$ cat src/hw/rtl/ppc_timebase_decrementer_exception_entry_assert.svh
// Assertion macros shared by the time base and exception entry RTL.
// Depends on nothing; users provide clk and rst_n in scope.
`ifndef PPC_TIMEBASE_DECREMENTER_EXCEPTION_ENTRY_ASSERT_SVH
`define PPC_TIMEBASE_DECREMENTER_EXCEPTION_ENTRY_ASSERT_SVH

// Check a property while out of reset.
`define PTDE_ASSERT(name, prop, msg) \
    name: assert property (@(posedge clk) disable iff (!rst_n) prop) else $error(msg);

// Check a property on every edge, reset included.
`define PTDE_ASSERT_ALWAYS(name, prop, msg) \
    name: assert property (@(posedge clk) prop) else $error(msg);

`endif

$ cat src/hw/rtl/ppctbdec_pkg.sv
// Types and constants for the time base, decrementer and exception entry block.
// Depends on nothing.
package ppctbdec_pkg;

    localparam logic MODE_TICK    = 1'b0;
    localparam logic MODE_REQUEST = 1'b1;

    typedef enum logic [3:0] {
        CAUSE_DSI     = 4'd0,
        CAUSE_ISI     = 4'd1,
        CAUSE_EXT     = 4'd2,
        CAUSE_SYSCALL = 4'd3,
        CAUSE_NOFPU   = 4'd4,
        CAUSE_NOVEC   = 4'd5,
        CAUSE_PROGRAM = 4'd6,
        CAUSE_FASSIST = 4'd7,
        CAUSE_MCHECK  = 4'd8,
        CAUSE_TRACE   = 4'd9,
        CAUSE_DEC     = 4'd10
    } cause_t;

    localparam logic [31:0] SRR1_MASK   = 32'h87c0_ffff;
    localparam int          MSR_EE_POS  = 15;
    localparam logic [31:0] MSR_RI_BIT  = 32'h0000_0002;
    localparam logic [31:0] INSN_BYTES  = 32'd4;

    localparam logic [31:0] VEC_MCHECK  = 32'h0000_0200;
    localparam logic [31:0] VEC_DSI     = 32'h0000_0300;
    localparam logic [31:0] VEC_ISI     = 32'h0000_0400;
    localparam logic [31:0] VEC_EXT     = 32'h0000_0500;
    localparam logic [31:0] VEC_PROGRAM = 32'h0000_0700;
    localparam logic [31:0] VEC_NOFPU   = 32'h0000_0800;
    localparam logic [31:0] VEC_DEC     = 32'h0000_0900;
    localparam logic [31:0] VEC_SYSCALL = 32'h0000_0c00;
    localparam logic [31:0] VEC_TRACE   = 32'h0000_0d00;
    localparam logic [31:0] VEC_FASSIST = 32'h0000_0e00;
    localparam logic [31:0] VEC_NOVEC   = 32'h0000_0f20;

    typedef struct packed {
        logic        mode;
        logic [31:0] cycle_count;
        logic [3:0]  cause;
        logic [31:0] cause_flags;
        logic [31:0] fault_address;
        logic [31:0] current_pc;
        logic [31:0] current_msr;
    } req_t;

    typedef struct packed {
        logic        accepted;
        logic        taken;
        logic [31:0] next_pc;
        logic [31:0] next_msr;
        logic [31:0] saved_pc;
        logic [31:0] saved_msr;
        logic [31:0] data_fault_address;
        logic [31:0] data_fault_status;
        logic        flush_tlb;
        logic [63:0] time_base;
        logic [31:0] decrementer_value;
    } rsp_t;

endpackage

$ cat src/hw/rtl/ppc_timebase_decrementer_exception_entry.sv
// Top level: time base, decrementer, pending interrupts and exception entry.
// Depends on ppctbdec_pkg and ppc_timebase_decrementer_exception_entry_assert.svh.
//
// Takes one request per clock while req_stall is low and returns one response per
// request once it has passed an input register, then a result register. The time
// base, decrementer, pending flags and SRR0/SRR1/DAR/DSISR update in the cycle
// a request moves from the input register to the result register, so the next
// request sees them at once; a 64-bit add plus a 32-bit compare and subtract set
// the cycle time. A waiting response blocks new requests only once the input
// register also holds one.
`include "ppc_timebase_decrementer_exception_entry_assert.svh"

module ppc_timebase_decrementer_exception_entry (
    input  logic                clk,
    input  logic                rst_n,
    input  logic                req_valid,
    output logic                req_stall,
    input  ppctbdec_pkg::req_t  req,
    output logic                rsp_valid,
    input  logic                rsp_stall,
    output ppctbdec_pkg::rsp_t  rsp
);
    import ppctbdec_pkg::*;

    logic        s1_valid_reg;
    req_t        s1_req_reg;
    logic        rsp_valid_reg;
    rsp_t        rsp_reg;

    logic [63:0] tb_reg;
    logic [31:0] dec_reg;
    logic        dec_pend_reg;
    logic        ext_pend_reg;
    logic [31:0] srr0_reg;
    logic [31:0] srr1_reg;
    logic [31:0] dar_reg;
    logic [31:0] dsisr_reg;

    logic [63:0] tb_next;
    logic [31:0] dec_next;
    logic        dec_pend_next;
    logic        ext_pend_next;
    logic [31:0] srr0_next;
    logic [31:0] srr1_next;
    logic [31:0] dar_next;
    logic [31:0] dsisr_next;
    rsp_t        rsp_next;

    logic        load_s1;
    logic        advance;

    assign advance   = s1_valid_reg && (!rsp_valid_reg || !rsp_stall);
    assign req_stall = s1_valid_reg && rsp_valid_reg && rsp_stall;
    assign load_s1   = req_valid && !req_stall;
    assign rsp_valid = rsp_valid_reg;
    assign rsp       = rsp_reg;

    always_comb
    begin
        logic        ee;
        logic        accepted;
        logic        taken;
        logic [31:0] vector;
        logic [31:0] masked;
        logic [31:0] back;
        ee       = s1_req_reg.current_msr[MSR_EE_POS];
        masked   = s1_req_reg.current_msr & SRR1_MASK;
        back     = s1_req_reg.current_pc - INSN_BYTES;
        accepted = 1'b1;
        taken    = 1'b0;
        vector   = '0;

        tb_next       = tb_reg;
        dec_next      = dec_reg;
        dec_pend_next = dec_pend_reg;
        ext_pend_next = ext_pend_reg;
        srr0_next     = srr0_reg;
        srr1_next     = srr1_reg;
        dar_next      = dar_reg;
        dsisr_next    = dsisr_reg;

        if (s1_req_reg.mode == MODE_TICK)
        begin
            tb_next = tb_reg + {32'd0, s1_req_reg.cycle_count};
            if (s1_req_reg.cycle_count >= dec_reg)
            begin
                if (ee)
                begin
                    dec_pend_next = 1'b1;
                    dec_next      = '0;
                end
            end
            else
            begin
                dec_next = dec_reg - s1_req_reg.cycle_count;
            end
            if (ee)
            begin
                if (dec_pend_next)
                begin
                    dec_pend_next = 1'b0;
                    vector        = VEC_DEC;
                    taken         = 1'b1;
                end
                else if (ext_pend_reg)
                begin
                    ext_pend_next = 1'b0;
                    vector        = VEC_EXT;
                    taken         = 1'b1;
                end
                if (taken)
                begin
                    srr0_next = s1_req_reg.current_pc;
                    srr1_next = masked;
                end
            end
        end
        else
        begin
            taken = 1'b1;
            case (s1_req_reg.cause)
                CAUSE_DSI:
                begin
                    srr0_next  = back;
                    srr1_next  = masked;
                    dar_next   = s1_req_reg.fault_address;
                    dsisr_next = s1_req_reg.cause_flags;
                    vector     = VEC_DSI;
                end
                CAUSE_ISI:
                begin
                    srr0_next = s1_req_reg.current_pc;
                    srr1_next = masked | s1_req_reg.cause_flags;
                    vector    = VEC_ISI;
                end
                CAUSE_EXT:
                begin
                    ext_pend_next = 1'b1;
                    taken         = 1'b0;
                end
                CAUSE_SYSCALL:
                begin
                    srr0_next = s1_req_reg.current_pc;
                    srr1_next = masked;
                    vector    = VEC_SYSCALL;
                end
                CAUSE_NOFPU:
                begin
                    srr0_next = back;
                    srr1_next = masked;
                    vector    = VEC_NOFPU;
                end
                CAUSE_NOVEC:
                begin
                    srr0_next = back;
                    srr1_next = masked;
                    vector    = VEC_NOVEC;
                end
                CAUSE_PROGRAM:
                begin
                    srr0_next = back;
                    srr1_next = masked | s1_req_reg.cause_flags;
                    vector    = VEC_PROGRAM;
                end
                CAUSE_FASSIST:
                begin
                    srr0_next = back;
                    srr1_next = masked;
                    vector    = VEC_FASSIST;
                end
                CAUSE_MCHECK:
                begin
                    srr0_next = back;
                    srr1_next = masked | MSR_RI_BIT;
                    vector    = VEC_MCHECK;
                end
                CAUSE_TRACE:
                begin
                    srr0_next = back;
                    srr1_next = masked;
                    vector    = VEC_TRACE;
                end
                CAUSE_DEC:
                begin
                    dec_pend_next = 1'b1;
                    taken         = 1'b0;
                end
                default:
                begin
                    accepted = 1'b0;
                    taken    = 1'b0;
                end
            endcase
        end

        rsp_next.accepted           = accepted;
        rsp_next.taken              = taken;
        rsp_next.next_pc            = taken ? vector : s1_req_reg.current_pc;
        rsp_next.next_msr           = taken ? 32'd0 : s1_req_reg.current_msr;
        rsp_next.saved_pc           = srr0_next;
        rsp_next.saved_msr          = srr1_next;
        rsp_next.data_fault_address = dar_next;
        rsp_next.data_fault_status  = dsisr_next;
        rsp_next.flush_tlb          = taken;
        rsp_next.time_base          = tb_next;
        rsp_next.decrementer_value  = dec_next;
    end

    always_ff @(posedge clk or negedge rst_n)
    begin
        if (!rst_n)
        begin
            s1_valid_reg  <= 1'b0;
            rsp_valid_reg <= 1'b0;
            tb_reg        <= '0;
            dec_reg       <= '0;
            dec_pend_reg  <= 1'b0;
            ext_pend_reg  <= 1'b0;
            srr0_reg      <= '0;
            srr1_reg      <= '0;
            dar_reg       <= '0;
            dsisr_reg     <= '0;
        end
        else
        begin
            s1_valid_reg  <= load_s1 || (s1_valid_reg && !advance);
            rsp_valid_reg <= advance || (rsp_valid_reg && rsp_stall);
            if (advance)
            begin
                tb_reg       <= tb_next;
                dec_reg      <= dec_next;
                dec_pend_reg <= dec_pend_next;
                ext_pend_reg <= ext_pend_next;
                srr0_reg     <= srr0_next;
                srr1_reg     <= srr1_next;
                dar_reg      <= dar_next;
                dsisr_reg    <= dsisr_next;
            end
        end
    end

    always_ff @(posedge clk)
    begin
        if (load_s1)
        begin
            s1_req_reg <= req;
        end
        if (advance)
        begin
            rsp_reg <= rsp_next;
        end
    end

    `PTDE_ASSERT(a_request_keeps_time_base, advance && s1_req_reg.mode == MODE_REQUEST |=> tb_reg == $past(tb_reg), "time base moved on an exception request")
    `PTDE_ASSERT(a_decrementer_never_rises, advance |=> dec_reg <= $past(dec_reg), "decrementer increased")
    `PTDE_ASSERT(a_taken_clears_msr, rsp_valid_reg && rsp_reg.taken |-> rsp_reg.accepted && rsp_reg.flush_tlb && rsp_reg.next_msr == 32'd0, "taken response without entry side effects")
    `PTDE_ASSERT_ALWAYS(a_stall_needs_full_stage, req_stall |-> s1_valid_reg && rsp_valid_reg, "request stalled with room in the pipeline")

endmodule
$ cat config.mk
export PLATFORM = sky130hd
export DESIGN_NAME = ppc_timebase_decrementer_exception_entry
export DESIGN_NICKNAME = d
export VERILOG_FILES = /design/src/hw/rtl/ppctbdec_pkg.sv /design/src/hw/rtl/ppc_timebase_decrementer_exception_entry.sv
export VERILOG_INCLUDE_DIRS = /design/src /design/src/hw/rtl
export SDC_FILE = /design/constraint.sdc
export NUM_CORES = 1
export LEC_CHECK = 0
export BUFFER_PORTS_ARGS = -buffer_cell sky130_fd_sc_hd__buf_2
export CAP_MARGIN = 30
export CELL_PAD_IN_SITES_DETAIL_PLACEMENT = 0
export CELL_PAD_IN_SITES_GLOBAL_PLACEMENT = 1
export CORE_AREA = 2 2 197 345
export CTS_BUF_LIST = sky130_fd_sc_hd__clkbuf_8
export DETAILED_ROUTE_END_ITERATION = 10
export DIE_AREA = 0 0 199 347
export GPL_ROUTABILITY_DRIVEN = 0
export PLACE_DENSITY_LB_ADDON = 0.12
export SYNTH_ARGS = -nofsm -noshare
export SYNTH_HDL_FRONTEND = slang
export SYNTH_SLANG_ARGS = --single-unit
$ cat constraint.sdc
create_clock -name clk -period 11.35 [get_ports clk]
set_input_delay 1.7025 -clock clk [delete_from_list [all_inputs] [get_ports clk]]
set_output_delay 1.7025 -clock clk [all_outputs]
set_load 0.1 [all_outputs]
==> metrics.md <==
| Metric | Value |
|---|---|
| GR Util met2 | 45.8% |
| Starting Density | 46.8% |
| Final nets | 3363 |
| HP Class | reg2reg |
| Most Crowded Layer GR | met2 |
| Number of CTS-inserted buffers | 101 |
| GR Util met1 | 31.4% |
| Pint | 0.00484 W |
| Worst path bufs/invs | 3 |
| Worst-case vdd ir drop | 0.000154 V |
| Initial antenna violation count | 12 |
| Synthesized area per cell | 11.6 um^2 |
| Period utilization | 39.8% |
| Post-synth ARST share | 33.4% |
| CTS resizes | 0 |
| Hold Vio Cnt, Final | 0 |
| Die span in x | 199 um |
| Top-area cell type share of the netlist area | 44.2% |
| RSZ-0062 raised after global routing | false |
| H-tree depth | 3 |
| Worst Path Required | 11940 ps |
| IO Port Bufs | 461 |
| Largest area contributor in the netlist | edfxtp_1 |
| Vias in the first global route | 23.3k |
| Sequential element share of the synthesized area | 62.6% |
| Power per Cell Area | 221 nW/um^2 |
| Root Buffer | clkbuf_8 |
| Reg-to-reg startpoint | s1_req_reg[132]$_DFFE_PP_ |
| Minimum clock period | 4520 ps |
| CP max-delay cell | nor3_4 |
| CP Capture Type | flop |
| CP peak stage delay | 820 ps |
| Clock Latency Late Sink | 750 ps |
| Worst Clk Skew | 39.8 ps |
| Global-route met3 utilization | 7.31% |
| Largest register FFs | 290 |
| Top FF cell, synth | edfxtp_1 |
| #FFs+latches synth | 683 |
| LEAKAGE | 16.0 nW |
| Commonest non-fill, non-tap cells in the layout | nand2_1, buf_2, edfxtp_1 |
| Share of cells above drive strength 1 | 23.4% |
| Final cell utilization of the core | 55.1% |
| Top post-synthesis cells by area | edfxtp_1, dfrtp_1, nand2_1 |
| CP Max Fanout | 112 |
| Mapped cell area | 30900 um^2 |
| Crit Path Category | in2reg |
| Post-synth EDFFs | 455 |
| Start point of the critical path | rsp_stall |
| Core area | 66200 um^2 |
| Min-delay src | dar_reg[9]$_DFFE_PN0P_ |
| Sw Share | 39.8% |
| Status | completed |
| Syn-to-layout area delta | 17.8% |
| Most Frequent Cell on Critical Path | nand2_1 |
| Mapped Nets | 2905 |
| Fillers | 5830 |
| Post-DR wirelength/cell | 22.4 um |
| Largest net degree at the start of global routing | 113 |
| Die height | 347 um |
| Synth Instances | 2669 |
| Clock group share of total power | 26.1% |
| GR Util All Layers | 26.6% |
| Sequential share of power | 41.9% |
| Commonest non-fill, non-tap cell in the layout | nand2_1 |
| Switching pwr | 0.00320 W |
| WP data arrival | 5110 ps |
| Top Ports | 462 |
| Clk buf depth | 3 |
| Hold_buf cts | 0 |
| Vias | 23.0k |
| First-pass GRT wire length | 138000 um |
| Antenna viol nets, final | 0 |
| CTS tree | yes |
| Post-DP HPWL | 63400 um |
| Crit path cell chain | buf_2 > nand2_1 > nand2_4 > inv_8 > nand2_1 > buf_4 > nor3_4 > a21oi_4 > a32oi_1 > nand2_1 |
| Overall power | 0.00804 W |
| Initial DRC count | 1667 |
| Synth cell types | 77 |
| Final setup viols | 0 |
| Drt via density | 5.60 |
| Worst slew pin tran | 1030 ps |
| Max Slew Vio Count | 0 |
| Family with the most delay on the worst path | simple AND/OR/NAND/NOR gates |
| Pre-antenna DRT Iters | 6 |
| Core Rows | 125 |
| Setup TNS Final | 0 ps |
| Slew HR | 31.1% |
| Routed WL | 91900 um |
| R2R Setup Slk | 6900 ps |
| DIE AREA | 69100 um^2 |
| Combinational share of power | 31.9% |
| GRT overflow | 0 |
| Post-CTS Setup Inserts | 0 |
| Synth warn | 0 |
| Clock transition at path regs | 60 ps |
| Max-cap violations | 0 |
| Max frequency | 221 MHz |
| CP Launch Type | input port |
| Clk sinks | 683 |
| Residual DRC count | 0 |
power groups by stage:
stage	Sequential, W	Combinational, W	Clock, W
floorplan	0.00444	0.000982	0
CTS	0.00337	0.00257	0.00216
global placement	0.00340	0.00253	0
detailed placement	0.00341	0.00257	0
finish	0.00337	0.00257	0.00210
global route	0.00341	0.00274	0.00226
metrics by stage:
| step | instances | cell area, um^2 | hold WS [ps] | setup slack (ps) |
|---|---|---|---|---|
| global placement | 3908 | 34200 | 450 | 6110 |
| CTS | 4102 | 36400 | 472 | 6830 |
| global route | 4106 | 36400 | 489 | 6580 |
| detailed placement | 3912 | 34300 | 457 | 6030 |
| floorplan | 2669 | 30900 | 439 | 220 |
| finish | 4109 | 36400 | 471 | 6830 |
Yosys cell counts, types with 5 or more instances:
master	instances
nand2_1	491
o22ai_1	6
o31ai_1	9
a31oi_1	13
and2_1	46
nand3_1	52
nor3_1	52
edfxtp_1	455
o21a_1	7
mux2i_1	10
nand4_1	16
nor4_1	17
o21ai_1	122
nand2b_1	19
inv_1	73
nor2_1	137
xor2_1	73
or3_1	10
and3_1	21
a21o_1	37
and4_1	7
o221ai_1	5
xnor2_1	47
mux2_2	74
a22oi_1	83
ha_1	65
nor2b_1	10
clkbuf_1	118
a211oi_1	8
a31o_2	5
o21ai_0	101
a32oi_1	6
buf_1	18
a22o_1	43
dfrtp_1	228
a221o_1	21
a21oi_1	82
worst min-delay path, delay by kind of cell (launching register included):
| kind | cells | cell delay [ps] |
|---|---|---|
| and+or+nand+nor | 2 | 110 |
| DFF | 1 | 340 |
kinds of logic (layout without fill, tap and decap cells):
| kind of cell | Yosys count | after routing | share of synthesized area (%) |
|---|---|---|---|
| mux | 88 | 88 | 3.16 |
| fa+ha+maj | 67 | 67 | 2.76 |
| simple gates | 901 | 901 | 13.0 |
| compound gates | 593 | 593 | 12.4 |
| xor+xnor | 120 | 120 | 3.40 |
| flops | 683 | 683 | 62.6 |
| buf+inv | 217 | 762 | 2.69 |
| other cells | 0 | 6 | 0 |
layout make-up:
| type | instances | area, um^2 | area share [%] |
|---|---|---|---|
| Multi-Input combinational cell | 1769 | 10900 | 29.8 |
| Clock buffer | 116 | 1600 | 4.38 |
| Inverter | 75 | 289 | 0.793 |
| Tap cell | 889 | 1110 | 3.05 |
| Clock inverter | 74 | 526 | 1.44 |
| Antenna cell | 6 | 15.0 | 0.0412 |
| Sequential cell | 683 | 19400 | 53.1 |
| Timing Repair Buffer | 497 | 2680 | 7.35 |
layer usage:
| layer | wire length [um] | part of all wire [%] | up-vias |
|---|---|---|---|
| li1 | - | - | 10624 |
| met4 | 3070 | 3.3 | 14 |
| met5 | 84 | 0.091 | - |
| met3 | 7460 | 8.1 | 175 |
| met2 | 46700 | 51 | 857 |
| met1 | 34600 | 38 | 11338 |
path summary, 6_finish.rpt:
path | to | cells after the start
worst min-delay path | dar_reg[9]$_DFFE_PN0P_ | 2
max in group asynchronous | dar_reg[4]$_DFFE_PN0P_ | 3
worst min register to register | dar_reg[9]$_DFFE_PN0P_ | 2
worst max-delay path | dec_reg[31]$_DFFE_PN0P_ | 10
worst max register to register | srr1_reg[31]$_DFFE_PN0P_ | 12
min in group asynchronous | tb_reg[1]$_DFFE_PN0P_ | 1
Note: power is estimated with default switching activity, not from simulation.
